[config.mk]
export PLATFORM = sky130hd
export DESIGN_NAME = positional_insert_erase_table_unit
export DESIGN_NICKNAME = d
export VERILOG_FILES = /design/src/rtl/pie_pkg.sv /design/src/rtl/pie_cell.sv /design/src/rtl/positional_insert_erase_table_unit.sv
export SDC_FILE = /design/constraint.sdc
export NUM_CORES = 2
export LEC_CHECK = 0
export BUFFER_PORTS_ARGS = -buffer_cell sky130_fd_sc_hd__buf_2
export CAP_MARGIN = 40
export CORE_MARGIN = 2
export CORE_UTILIZATION = 30
export CTS_BUF_LIST = sky130_fd_sc_hd__clkbuf_4 sky130_fd_sc_hd__clkbuf_8 sky130_fd_sc_hd__clkbuf_16
export CTS_CLUSTER_DIAMETER = 100
export DETAILED_ROUTE_END_ITERATION = 8
export GPL_ROUTABILITY_DRIVEN = 1
export PLACE_DENSITY = 0.5
export SYNTH_ARGS = -nofsm -noshare
export SYNTH_HDL_FRONTEND = slang
export SYNTH_HIERARCHICAL = 1
export SYNTH_SLANG_ARGS = --single-unit
[constraint.sdc]
create_clock -name clk -period 22.2 [get_ports clk]
set_input_delay 3.33 -clock clk [delete_from_list [all_inputs] [get_ports clk]]
set_output_delay 3.33 -clock clk [all_outputs]
set_load 0.005 [all_outputs]
[src/rtl/pie_pkg.sv]
// Shared types and defaults for the positional insert/erase table.
`timescale 1ns / 1ps

package pie_pkg;

    localparam int CAPACITY_DEF   = 16;
    localparam int DATA_WIDTH_DEF = 32;

    // Command codes carried on the request channel
    typedef enum logic [2:0] {
        CMD_READ       = 3'd0,
        CMD_INS_SHIFT  = 3'd1,
        CMD_INS_FAST   = 3'd2,
        CMD_PUSH       = 3'd3,
        CMD_ERS_SHIFT  = 3'd4,
        CMD_ERS_FAST   = 3'd5,
        CMD_POP        = 3'd6,
        CMD_CLEAR      = 3'd7
    } cmd_t;

    typedef enum logic [1:0] {
        ST_DONE   = 2'd0,
        ST_FULL   = 2'd1,
        ST_EMPTY  = 2'd2,
        ST_BADPOS = 2'd3
    } status_t;

    // Per-cycle operation broadcast along the cell row
    typedef enum logic [2:0] {
        OP_HOLD      = 3'd0,
        OP_INS_SHIFT = 3'd1,
        OP_INS_FAST  = 3'd2,
        OP_PUSH      = 3'd3,
        OP_ERS_SHIFT = 3'd4,
        OP_ERS_FAST  = 3'd5
    } op_t;

endpackage

[src/rtl/pie_cell.sv]
// One storage cell of the table row: holds one entry and trades it with its neighbors.
`timescale 1ns / 1ps

module pie_cell #(
    parameter int INDEX      = 0,
    parameter int CNT_W      = 5,
    parameter int DATA_WIDTH = pie_pkg::DATA_WIDTH_DEF
) (
    input  logic                  clk,
    input  pie_pkg::op_t          op,
    input  logic [CNT_W-1:0]      position,
    input  logic [CNT_W-1:0]      count,
    input  logic [DATA_WIDTH-1:0] value,
    input  logic [DATA_WIDTH-1:0] bcast,
    input  logic [DATA_WIDTH-1:0] left,
    input  logic [DATA_WIDTH-1:0] right,
    output logic [DATA_WIDTH-1:0] data
);

    localparam logic [CNT_W-1:0] IDX  = CNT_W'(INDEX);
    localparam logic [CNT_W-1:0] IDX1 = CNT_W'(INDEX + 1);

    logic [DATA_WIDTH-1:0] data_reg;
    logic [DATA_WIDTH-1:0] data_next;

    always_comb
    begin
        data_next = data_reg;
        case (op)
            pie_pkg::OP_INS_SHIFT:
            begin
                if (IDX == position)
                    data_next = value;
                else if (IDX > position && IDX <= count)
                    data_next = left;
            end
            pie_pkg::OP_INS_FAST:
            begin
                // new word wins when the displaced slot is the append slot
                if (IDX == position)
                    data_next = value;
                else if (IDX == count)
                    data_next = bcast;
            end
            pie_pkg::OP_PUSH:
            begin
                if (IDX == count)
                    data_next = value;
            end
            pie_pkg::OP_ERS_SHIFT:
            begin
                if (IDX >= position && IDX1 < count)
                    data_next = right;
            end
            pie_pkg::OP_ERS_FAST:
            begin
                if (IDX == position)
                    data_next = bcast;
            end
            default:
            begin
                data_next = data_reg;
            end
        endcase
    end

    always_ff @(posedge clk)
    begin
        data_reg <= data_next;
    end

    assign data = data_reg;

endmodule

[src/rtl/positional_insert_erase_table_unit.sv]
// Top level of the positional insert/erase table: command decode, count and result register.
`timescale 1ns / 1ps
// A result word is registered and valid in the cycle after its request word is accepted.
// Throughput: one request per cycle; every cell of the row shifts in the same cycle.
// A request waits only while the held result is stalled on the response side.
// Reset clears the entry count and the response valid; entry cells are not reset
// and hold whatever they had until written.

module positional_insert_erase_table_unit #(
    parameter int CAPACITY   = pie_pkg::CAPACITY_DEF,
    parameter int DATA_WIDTH = pie_pkg::DATA_WIDTH_DEF,
    parameter int CNT_W      = $clog2(CAPACITY + 1)
) (
    input  logic                  clk,
    input  logic                  rst_n,
    input  logic                  req_valid,
    output logic                  req_stall,
    input  logic [2:0]            cmd,
    input  logic [CNT_W-1:0]      position,
    input  logic [DATA_WIDTH-1:0] item_value,
    output logic                  rsp_valid,
    input  logic                  rsp_stall,
    output logic [DATA_WIDTH-1:0] read_value,
    output logic [CNT_W-1:0]      entry_count,
    output logic                  is_full,
    output logic                  is_empty,
    output logic [1:0]            status
);

    localparam int               IDX_W = $clog2(CAPACITY);
    localparam logic [CNT_W-1:0] CAP   = CNT_W'(CAPACITY);
    localparam logic [CNT_W-1:0] ONE   = CNT_W'(1);

    logic                  in_fire;
    pie_pkg::cmd_t         cmd_d;
    pie_pkg::op_t          op_d;
    pie_pkg::op_t          cell_op;
    pie_pkg::status_t      status_d;
    logic [CNT_W-1:0]      count_reg;
    logic [CNT_W-1:0]      count_next;
    logic [CNT_W-1:0]      rd_addr;
    logic [IDX_W-1:0]      rd_idx;
    logic [DATA_WIDTH-1:0] bcast;
    logic [DATA_WIDTH-1:0] rd_d;
    logic                  full_now;
    logic                  empty_now;
    logic [DATA_WIDTH-1:0] cell_data [CAPACITY];

    logic                  rsp_valid_reg;
    logic [DATA_WIDTH-1:0] read_value_reg;
    logic [CNT_W-1:0]      entry_count_reg;
    logic                  is_full_reg;
    logic                  is_empty_reg;
    pie_pkg::status_t      status_reg;

    assign req_stall = rsp_valid_reg && rsp_stall;
    assign in_fire   = req_valid && !req_stall;
    assign cmd_d     = pie_pkg::cmd_t'(cmd);
    assign full_now  = (count_reg == CAP);
    assign empty_now = (count_reg == '0);

    // Single read port: last entry for erase fast, the addressed entry otherwise
    assign rd_addr = (cmd_d == pie_pkg::CMD_ERS_FAST) ? (count_reg - ONE) : position;
    assign rd_idx  = rd_addr[IDX_W-1:0];
    assign bcast   = cell_data[rd_idx];

    always_comb
    begin
        op_d       = pie_pkg::OP_HOLD;
        status_d   = pie_pkg::ST_DONE;
        count_next = count_reg;
        rd_d       = '0;
        case (cmd_d)
            pie_pkg::CMD_READ:
            begin
                if (position < count_reg)
                    rd_d = bcast;
                else
                    status_d = pie_pkg::ST_BADPOS;
            end
            pie_pkg::CMD_INS_SHIFT, pie_pkg::CMD_INS_FAST:
            begin
                if (full_now)
                    status_d = pie_pkg::ST_FULL;
                else if (position > count_reg)
                    status_d = pie_pkg::ST_BADPOS;
                else
                begin
                    op_d       = (cmd_d == pie_pkg::CMD_INS_SHIFT) ? pie_pkg::OP_INS_SHIFT
                                                                   : pie_pkg::OP_INS_FAST;
                    count_next = count_reg + ONE;
                end
            end
            pie_pkg::CMD_PUSH:
            begin
                if (full_now)
                    status_d = pie_pkg::ST_FULL;
                else
                begin
                    op_d       = pie_pkg::OP_PUSH;
                    count_next = count_reg + ONE;
                end
            end
            pie_pkg::CMD_ERS_SHIFT, pie_pkg::CMD_ERS_FAST:
            begin
                if (empty_now)
                    status_d = pie_pkg::ST_EMPTY;
                else if (position >= count_reg)
                    status_d = pie_pkg::ST_BADPOS;
                else
                begin
                    op_d       = (cmd_d == pie_pkg::CMD_ERS_SHIFT) ? pie_pkg::OP_ERS_SHIFT
                                                                   : pie_pkg::OP_ERS_FAST;
                    count_next = count_reg - ONE;
                end
            end
            pie_pkg::CMD_POP:
            begin
                if (empty_now)
                    status_d = pie_pkg::ST_EMPTY;
                else
                    count_next = count_reg - ONE;
            end
            pie_pkg::CMD_CLEAR:
            begin
                count_next = '0;
            end
            default:
            begin
                op_d = pie_pkg::OP_HOLD;
            end
        endcase
    end

    // Hold every cell unless a word is taken this cycle
    assign cell_op = in_fire ? op_d : pie_pkg::OP_HOLD;

    genvar g;
    generate
        for (g = 0; g < CAPACITY; g++)
        begin : g_cell
            logic [DATA_WIDTH-1:0] left_d;
            logic [DATA_WIDTH-1:0] right_d;

            if (g == 0)
            begin : g_first
                assign left_d = item_value;
            end
            else
            begin : g_left
                assign left_d = cell_data[g-1];
            end

            if (g == CAPACITY - 1)
            begin : g_last
                assign right_d = cell_data[g];
            end
            else
            begin : g_right
                assign right_d = cell_data[g+1];
            end

            pie_cell #(
                .INDEX      (g),
                .CNT_W      (CNT_W),
                .DATA_WIDTH (DATA_WIDTH)
            ) u_cell (
                .clk      (clk),
                .op       (cell_op),
                .position (position),
                .count    (count_reg),
                .value    (item_value),
                .bcast    (bcast),
                .left     (left_d),
                .right    (right_d),
                .data     (cell_data[g])
            );
        end
    endgenerate

    always_ff @(posedge clk or negedge rst_n)
    begin
        if (!rst_n)
        begin
            count_reg     <= '0;
            rsp_valid_reg <= 1'b0;
        end
        else
        begin
            if (in_fire)
            begin
                count_reg     <= count_next;
                rsp_valid_reg <= 1'b1;
            end
            else if (!rsp_stall)
            begin
                rsp_valid_reg <= 1'b0;
            end
        end
    end

    always_ff @(posedge clk)
    begin
        if (in_fire)
        begin
            read_value_reg  <= rd_d;
            entry_count_reg <= count_next;
            is_full_reg     <= (count_next == CAP);
            is_empty_reg    <= (count_next == '0);
            status_reg      <= status_d;
        end
    end

    assign rsp_valid   = rsp_valid_reg;
    assign read_value  = read_value_reg;
    assign entry_count = entry_count_reg;
    assign is_full     = is_full_reg;
    assign is_empty    = is_empty_reg;
    assign status      = status_reg;

    a_count_bound: assert property (@(posedge clk) disable iff (!rst_n)
        count_reg <= CAP)
        else $error("entry count above capacity");

    a_fire_gives_rsp: assert property (@(posedge clk) disable iff (!rst_n)
        in_fire |=> rsp_valid_reg && entry_count_reg == count_reg)
        else $error("accepted word produced no matching result");

    a_count_stable: assert property (@(posedge clk) disable iff (!rst_n)
        !in_fire |=> $stable(count_reg))
        else $error("entry count moved without an accepted word");

    a_no_overwrite: assert property (@(posedge clk) disable iff (!rst_n)
        rsp_valid_reg && rsp_stall |-> !in_fire)
        else $error("request taken while result is held");

    a_flags: assert property (@(posedge clk) disable iff (!rst_n)
        rsp_valid_reg |-> !(is_full_reg && is_empty_reg))
        else $error("full and empty both set");

endmodule

# After elaboration in Yosys (flattened, before gate mapping)
# Cells that the tools add are included.
dict set report word_totals {
  regBits 559
  latch_bits 0
  ram_bits 0
  rom_bits 0
  inputBits 44
  out_inout_bits 43
  elab_cells 432
  mem_count 0
}
dict set report op_classes {
  addsub 2
  mul 0
  n_div 0
  n_lt_le_gt_ge 66
  n_eq_ne 124
  shifts 0
  n_mux 157
  n_bitwise 1
  n_reduce_logical 59
}
# op n
set op_table {}
lappend op_table {{$mux 32} 113}
lappend op_table {{$pmux 32 s5} 15}
lappend op_table {{$bmux 32 s4} 1}
lappend op_table {{$pmux 32 s4} 1}
lappend op_table {{$ne 2x1->1 const B} 47}
lappend op_table {{$ne 3x1->1 const B} 31}
lappend op_table {{$reduce_and 6->1} 15}
lappend op_table {{$eq 4x5->1 const A} 16}
lappend op_table {{$eq 3x5->1 const A} 8}
lappend op_table {{$gt 4x5->1 const A} 8}
lappend op_table {{$le 4x5->1 const A} 8}
lappend op_table {{$lt 4x5->1 const A} 8}
lappend op_table {{$ge 4x5->1 const A} 7}
lappend op_table {{$logic_and 1x1->1} 33}
lappend op_table {{$mux 5} 6}
lappend op_table {{$pmux 5 s5} 1}
lappend op_table {{$eq 2x5->1 const A} 4}
lappend op_table {{$ge 3x5->1 const A} 4}
lappend op_table {{$gt 3x5->1 const A} 4}
lappend op_table {{$le 3x5->1 const A} 4}
lappend op_table {{$lt 3x5->1 const A} 4}
lappend op_table {{$mux 2} 10}
lappend op_table {{$eq 3x3->1 const B} 6}
lappend op_table {{$logic_not 5->1} 3}
lappend op_table {{other kinds (33)} 52}

# Longest topological paths before layout
dict set report logic_depth {
  word_depth 9
  ltp_mapped 15
  depth_no_buf 11
}

# Cells and area by module
# The synthesis kept the hierarchy.
# mod n_inst cells_each area_per_inst_um2 seq_area_each_um2
set by_module_without_submodules {}
lappend by_module_without_submodules {positional_insert_erase_table_unit 1 479 6602.6 1381.3}
lappend by_module_without_submodules {{pie_cell at g_cell[14].u_cell} 1 390 3629.7 960.9}
lappend by_module_without_submodules {{pie_cell at g_cell[13].u_cell} 1 382 3269.4 960.9}
lappend by_module_without_submodules {{pie_cell at g_cell[8].u_cell} 1 412 3253.1 960.9}
lappend by_module_without_submodules {{pie_cell at g_cell[11].u_cell} 1 324 3250.6 960.9}
lappend by_module_without_submodules {{pie_cell at g_cell[7].u_cell} 1 347 3104.2 960.9}
lappend by_module_without_submodules {{pie_cell at g_cell[10].u_cell} 1 318 3065.4 960.9}
lappend by_module_without_submodules {{pie_cell at g_cell[1].u_cell} 1 347 3050.4 960.9}
lappend by_module_without_submodules {{pie_cell at g_cell[9].u_cell} 1 282 2901.5 960.9}
lappend by_module_without_submodules {{pie_cell at g_cell[2].u_cell} 1 305 2503.7 960.9}
lappend by_module_without_submodules {{pie_cell at g_cell[6].u_cell} 1 207 2443.6 960.9}
lappend by_module_without_submodules {{pie_cell at g_cell[3].u_cell} 1 307 2439.8 960.9}
lappend by_module_without_submodules {{pie_cell at g_cell[5].u_cell} 1 206 2393.5 960.9}
lappend by_module_without_submodules {{pie_cell at g_cell[12].u_cell} 1 205 2384.8 960.9}
lappend by_module_without_submodules {{3 more rows} n/a n/a n/a n/a}

# Worst setup path before layout
# OpenSTA, ideal clock, no wires.
dict set report synth_timing {
  path_kind {input to register}
  start {in position[4]}
  end {reg g_cell[5].u_cell.data_reg[0], enable pin}
  setup_time_ns 0.594
  t_arrival_ns 12.953
  t_required_ns 21.606
  path_slack_ns 8.653
  path_stages 8
  path_buffers 0
  path_cell_list {ha_1 -> a21oi_2 -> o221ai_2 -> nand2b_1 -> a211oi_1 -> a31oi_1 -> o2bb2ai_1 -> a2111oi_0}
}
dict set report synth_via {
  elab_chain_len 8
  word_cells_on_any_way 25
  classes_between {order compare: 4; eq/ne: 11; mux: 6; reduce/logical: 4}
}
# element line_no
set synth_rtl {}
lappend synth_rtl {{start: declaration} positional_insert_erase_table_unit.sv:19} ;# input logic [CNT_W-1:0] position,
lappend synth_rtl {{$ge 5x5->1 / $gt 5x5->1 (equally long branches)} {positional_insert_erase_table_unit.sv:108, positional_insert_erase_table_unit.sv:85}}
lappend synth_rtl {{$mux 3 / $mux 2 (equally long branches)} {positional_insert_erase_table_unit.sv:108, positional_insert_erase_table_unit.sv:85}}
lappend synth_rtl {{$mux 3 / $mux 2 (equally long branches)} {positional_insert_erase_table_unit.sv:106, positional_insert_erase_table_unit.sv:83}}
lappend synth_rtl {{$pmux 3 s3 *} positional_insert_erase_table_unit.sv:73} ;# case (cmd_d)
lappend synth_rtl {{$mux 3 *} positional_insert_erase_table_unit.sv:136} ;# assign cell_op = in_fire ? op_d : pie_pkg::OP_HOLD;
lappend synth_rtl {{named net cell_op[0]} positional_insert_erase_table_unit.sv:37} ;# pie_pkg::op_t cell_op;
lappend synth_rtl {{$eq 3x2->1 (tied with other cells)} pie_cell.sv:29} ;# case (op)
lappend synth_rtl {{$ne 3x1->1 (no line) (tied with other cells)} n/a}
lappend synth_rtl {{$reduce_and 6->1 (no line) *} n/a}
lappend synth_rtl {{end signal: assignment} pie_cell.sv:69} ;# data_reg <= data_next;
lappend synth_rtl {{end: declaration} pie_cell.sv:23} ;# logic [DATA_WIDTH-1:0] data_reg;
# The timed path passes the listed nets; every way through them passes the cells marked *.
# A chain may end at the register's enable or synchronous reset.

# Final worst setup path
dict set report layout_timing {
  start {in position[0]}
  end {reg g_cell[12].u_cell.data_reg[10], data pin}
}
dict set report layout_via {
  word_cells_on_any_way 24
  classes_between {order compare: 2; eq/ne: 6; mux: 15; bitwise: 1}
}
# element line_no
set layout_rtl {}
lappend layout_rtl {{$ge 5x5->1 *} positional_insert_erase_table_unit.sv:108} ;# else if (position >= count_reg)
lappend layout_rtl {{$mux 3 *} positional_insert_erase_table_unit.sv:108}
lappend layout_rtl {{$mux 3 *} positional_insert_erase_table_unit.sv:106} ;# if (empty_now)
lappend layout_rtl {{$pmux 3 s3 *} positional_insert_erase_table_unit.sv:73}
lappend layout_rtl {{$mux 3 *} positional_insert_erase_table_unit.sv:136}
lappend layout_rtl {{named net cell_op[2]} positional_insert_erase_table_unit.sv:37}
lappend layout_rtl {{$eq 3x3->1 (tied with other cells)} pie_cell.sv:29}
lappend layout_rtl {{$pmux 32 s5 *} pie_cell.sv:29}
lappend layout_rtl {{named net g_cell[12].u_cell.data_next[10]} pie_cell.sv:24} ;# logic [DATA_WIDTH-1:0] data_next;
lappend layout_rtl {{end signal: assignment} pie_cell.sv:69}
lappend layout_rtl {{end: declaration} pie_cell.sv:23}
# The timed path passes the listed nets; every way through them passes the cells marked *. The select of a mux whose other input is x is not followed.

==> impl_metrics.yaml <==
place:
  place_congestion: 0.889
  portBuffers: 86
  place_hpwl_um: 154000
  dpl-instance-area_um2: 54400
  dpl_worst_slack_ns: 12.54
  place_inst: 7167
layout:
  mostFrequentLayoutCells: "edfxtp_1, mux2i_1, nand2_1"
  final_nets: 5082
  utilization_pct: 33.6
  fin_area_um2: 57000
  largest_reg_flops: 512
  drive_above_1_share_pct: 20.7
  final_common_cell: "edfxtp_1"
  syn2layout_area_growth_pct: 11.0
  finalNonFillerCells: 7320
die:
  io_pins: 87
  rows: 151
  die_y_um: 418
  design.core.area_um2: 170000
  die-area_um2: 175000
  start_util_pct: 30.3
  fp.dieW_um: 418
worst_setup_path:
  worstSetupStartpoint: "position[0]"
  crit_arrival_ns: 9.68
  critPathLaunchType: "input pin"
  crit_slowest_cell: "or2_4"
  max_stage_delay_ns: 0.88
  crit_type: "in2reg"
  r2r-start: "count_reg[4]$_DFFE_PN0P_"
  crit_path_max_fanout: 41
  crit_top_cell: "buf_4"
  cp-end-kind: "flip-flop"
  worstPathRequired_ns: 22.60
  path_cells: "buf_2, buf_4, inv_1, ha_1, nor2b_1, o221ai_2, nand2b_1, nor2_4, buf_4, buf_4, buf_4, nand2b_2, buf_4, mux2_4, or2_4, a221oi_1"
timing:
  tightest_slew_ns: 1.01
  relSlewSlack_pct: 32.9
  setup-tns-final_ns: 0
  min_period_ns: 9.27
  max_freq_mhz: 108
  setup_viol: 0
  fin_skew_ns: 0.0565
  hold_viol: 0
  fin_crit_sh_pct: 41.8
  fin_hold_ws_ns: 0.522
  maxSlewViolCount: 0
  worst_slack_ns: 12.93
  rsz0062_at_grt: "no"
grt:
  grt_antenna_before_repair: 28
  track_usage_pct: 28.6
  grt_pass1_wl_um: 365000
  grt_pass1_vias: 47604
  grt_max_degree: 149
  gr-total-overflow: 0
synthesis:
  synth_edf_count: 553
  synth.area.top_cells: "edfxtp_1, mux2i_1, a221oi_2"
  syn_area_um2: 51400
  syn_inst: 5227
  synthDistinctLibCells: 128
  ys.flop_type: "edfxtp_1"
  synth_top_area_share_pct: 32.3
  yosys_warnings: 6
  synth-async-reset-ratio_pct: 1.07
  synth_largest_area_cell: "edfxtp_1"
  synthesis.nets: 5278
  ys_seq_area_share_pct: 32.6
  synth_seq_cells: 559
  postSynthAreaPerCell_um2: 9.83
routing:
  first_pass_iters: 7
  via_count: 51066
  vias_per_cell: 6.98
  drt_iter0_markers: 8159
  drc: 0
  wl_um: 261000
  wl_per_cell_um: 35.7
  antenna_left: 0
pwr:
  p_total_mw: 4.15
  power_density_nw_per_um2: 72.7
  leakagePower_nw: 18.0
  ir_worst_vdd_uv: 63.6
min_path:
  hold_path_class: "reg2reg"
  min_from: "rsp_valid$_DFFE_PN0P_"
clock_tree:
  clock-sinks: 559
  clkLatencyLatePin_ns: 0.73
  cts-root-buf: "clkbuf_16"
  path_clk_slew_ns: 0.06
  ctsHoldBuffers: 0
  cts_resized: 0
  htreeDepth: 3
  cts_buffers: 78
  cts.path.max_buffers: 3
  cts_tree: "built"
  cts_setup_buffers: 0
outcome:
  status: "finished clean"
flow_run:
  cap_violations: 0
## path summary, 6_finish.rpt
kind                                                              to  slack [ns]  cells past startpoint
worst min register to register                 rsp_valid$_DFFE_PN0P_        0.52                      2
worst max-delay path            g_cell[12].u_cell/data[10]$_DFFE_PP_       12.93                     16
max in group asynchronous                   count_reg[0]$_DFFE_PN0P_       19.58                      1
worst max register to register  g_cell[12].u_cell/data[10]$_DFFE_PP_       15.15                     15
worst min-delay path                           rsp_valid$_DFFE_PN0P_        0.52                      2
min in group asynchronous                   count_reg[4]$_DFFE_PN0P_        2.47                      1
## worst max-delay path: cells and delay by family
| kind | cells | cell delay [ns] |
|---|---|---|
| mux | 1 | 0.75 |
| simple gates | 5 | 1.68 |
| fa+ha+maj | 1 | 0.41 |
| compound gates | 2 | 0.43 |
| buf+inv | 7 | 2.84 |
## kinds of logic after synthesis
group / after synthesis / share of synthesized area [%]
muxes: 745 / 17.8
xor gates and xnor gates: 7 / 0.134
DFF: 559 / 32.6
buffers and inverters: 613 / 6.59
and+or+nand+nor: 1438 / 13.4
adders and majority gates: 7 / 0.170
AOI/OAI and AO/OA: 1858 / 29.4
## cells in the mapped netlist, types with 73 or more instances
| cell type | n |
|---|---|
| mux2i_1 | 578 |
| edfxtp_1 | 553 |
| nand2_1 | 453 |
| nor2_1 | 397 |
| a21oi_1 | 255 |
| clkbuf_1 | 240 |
| o22ai_1 | 227 |
| a221oi_2 | 212 |
| buf_2 | 189 |
| o21ai_0 | 183 |
| a211oi_1 | 180 |
| nor3_1 | 146 |
| mux4_2 | 128 |
| and2_1 | 107 |
| o221ai_1 | 98 |
| a32oi_1 | 96 |
| a211o_1 | 94 |
| or3_1 | 91 |
| a221oi_1 | 77 |
| buf_6 | 73 |
| nand3_1 | 73 |
## area by class of cell
class | count | area [um^2]
Antenna cell | 11 | 27.5
Clock buffer | 104 | 2200
Clock inverter | 36 | 367
Fill cell | 16976 | 113000
Inverter | 32 | 124
Multi-Input combinational cell | 4055 | 32100
Sequential cell | 559 | 16800
Tap cell | 2218 | 2780
Timing Repair Buffer | 305 | 2720
## where the power goes
group / switching [mW] / internal [mW] / total (mW)
sequential: 0.0529 / 1.26 / 1.31
clock: 0.558 / 0.776 / 1.33
combinational: 0.990 / 0.508 / 1.50
## routing by layer
layer | share of wire (%) | up-vias | track usage [%]
met4 | 5.6 | 16 | 14.5
li1 | - | 20648 | -
met3 | 13 | 830 | 9.69
met1 | 39 | 25583 | 37.7
met5 | 0.041 | - | 0
met2 | 42 | 3989 | 41.3
Note: power is estimated with default switching activity, not from simulation.
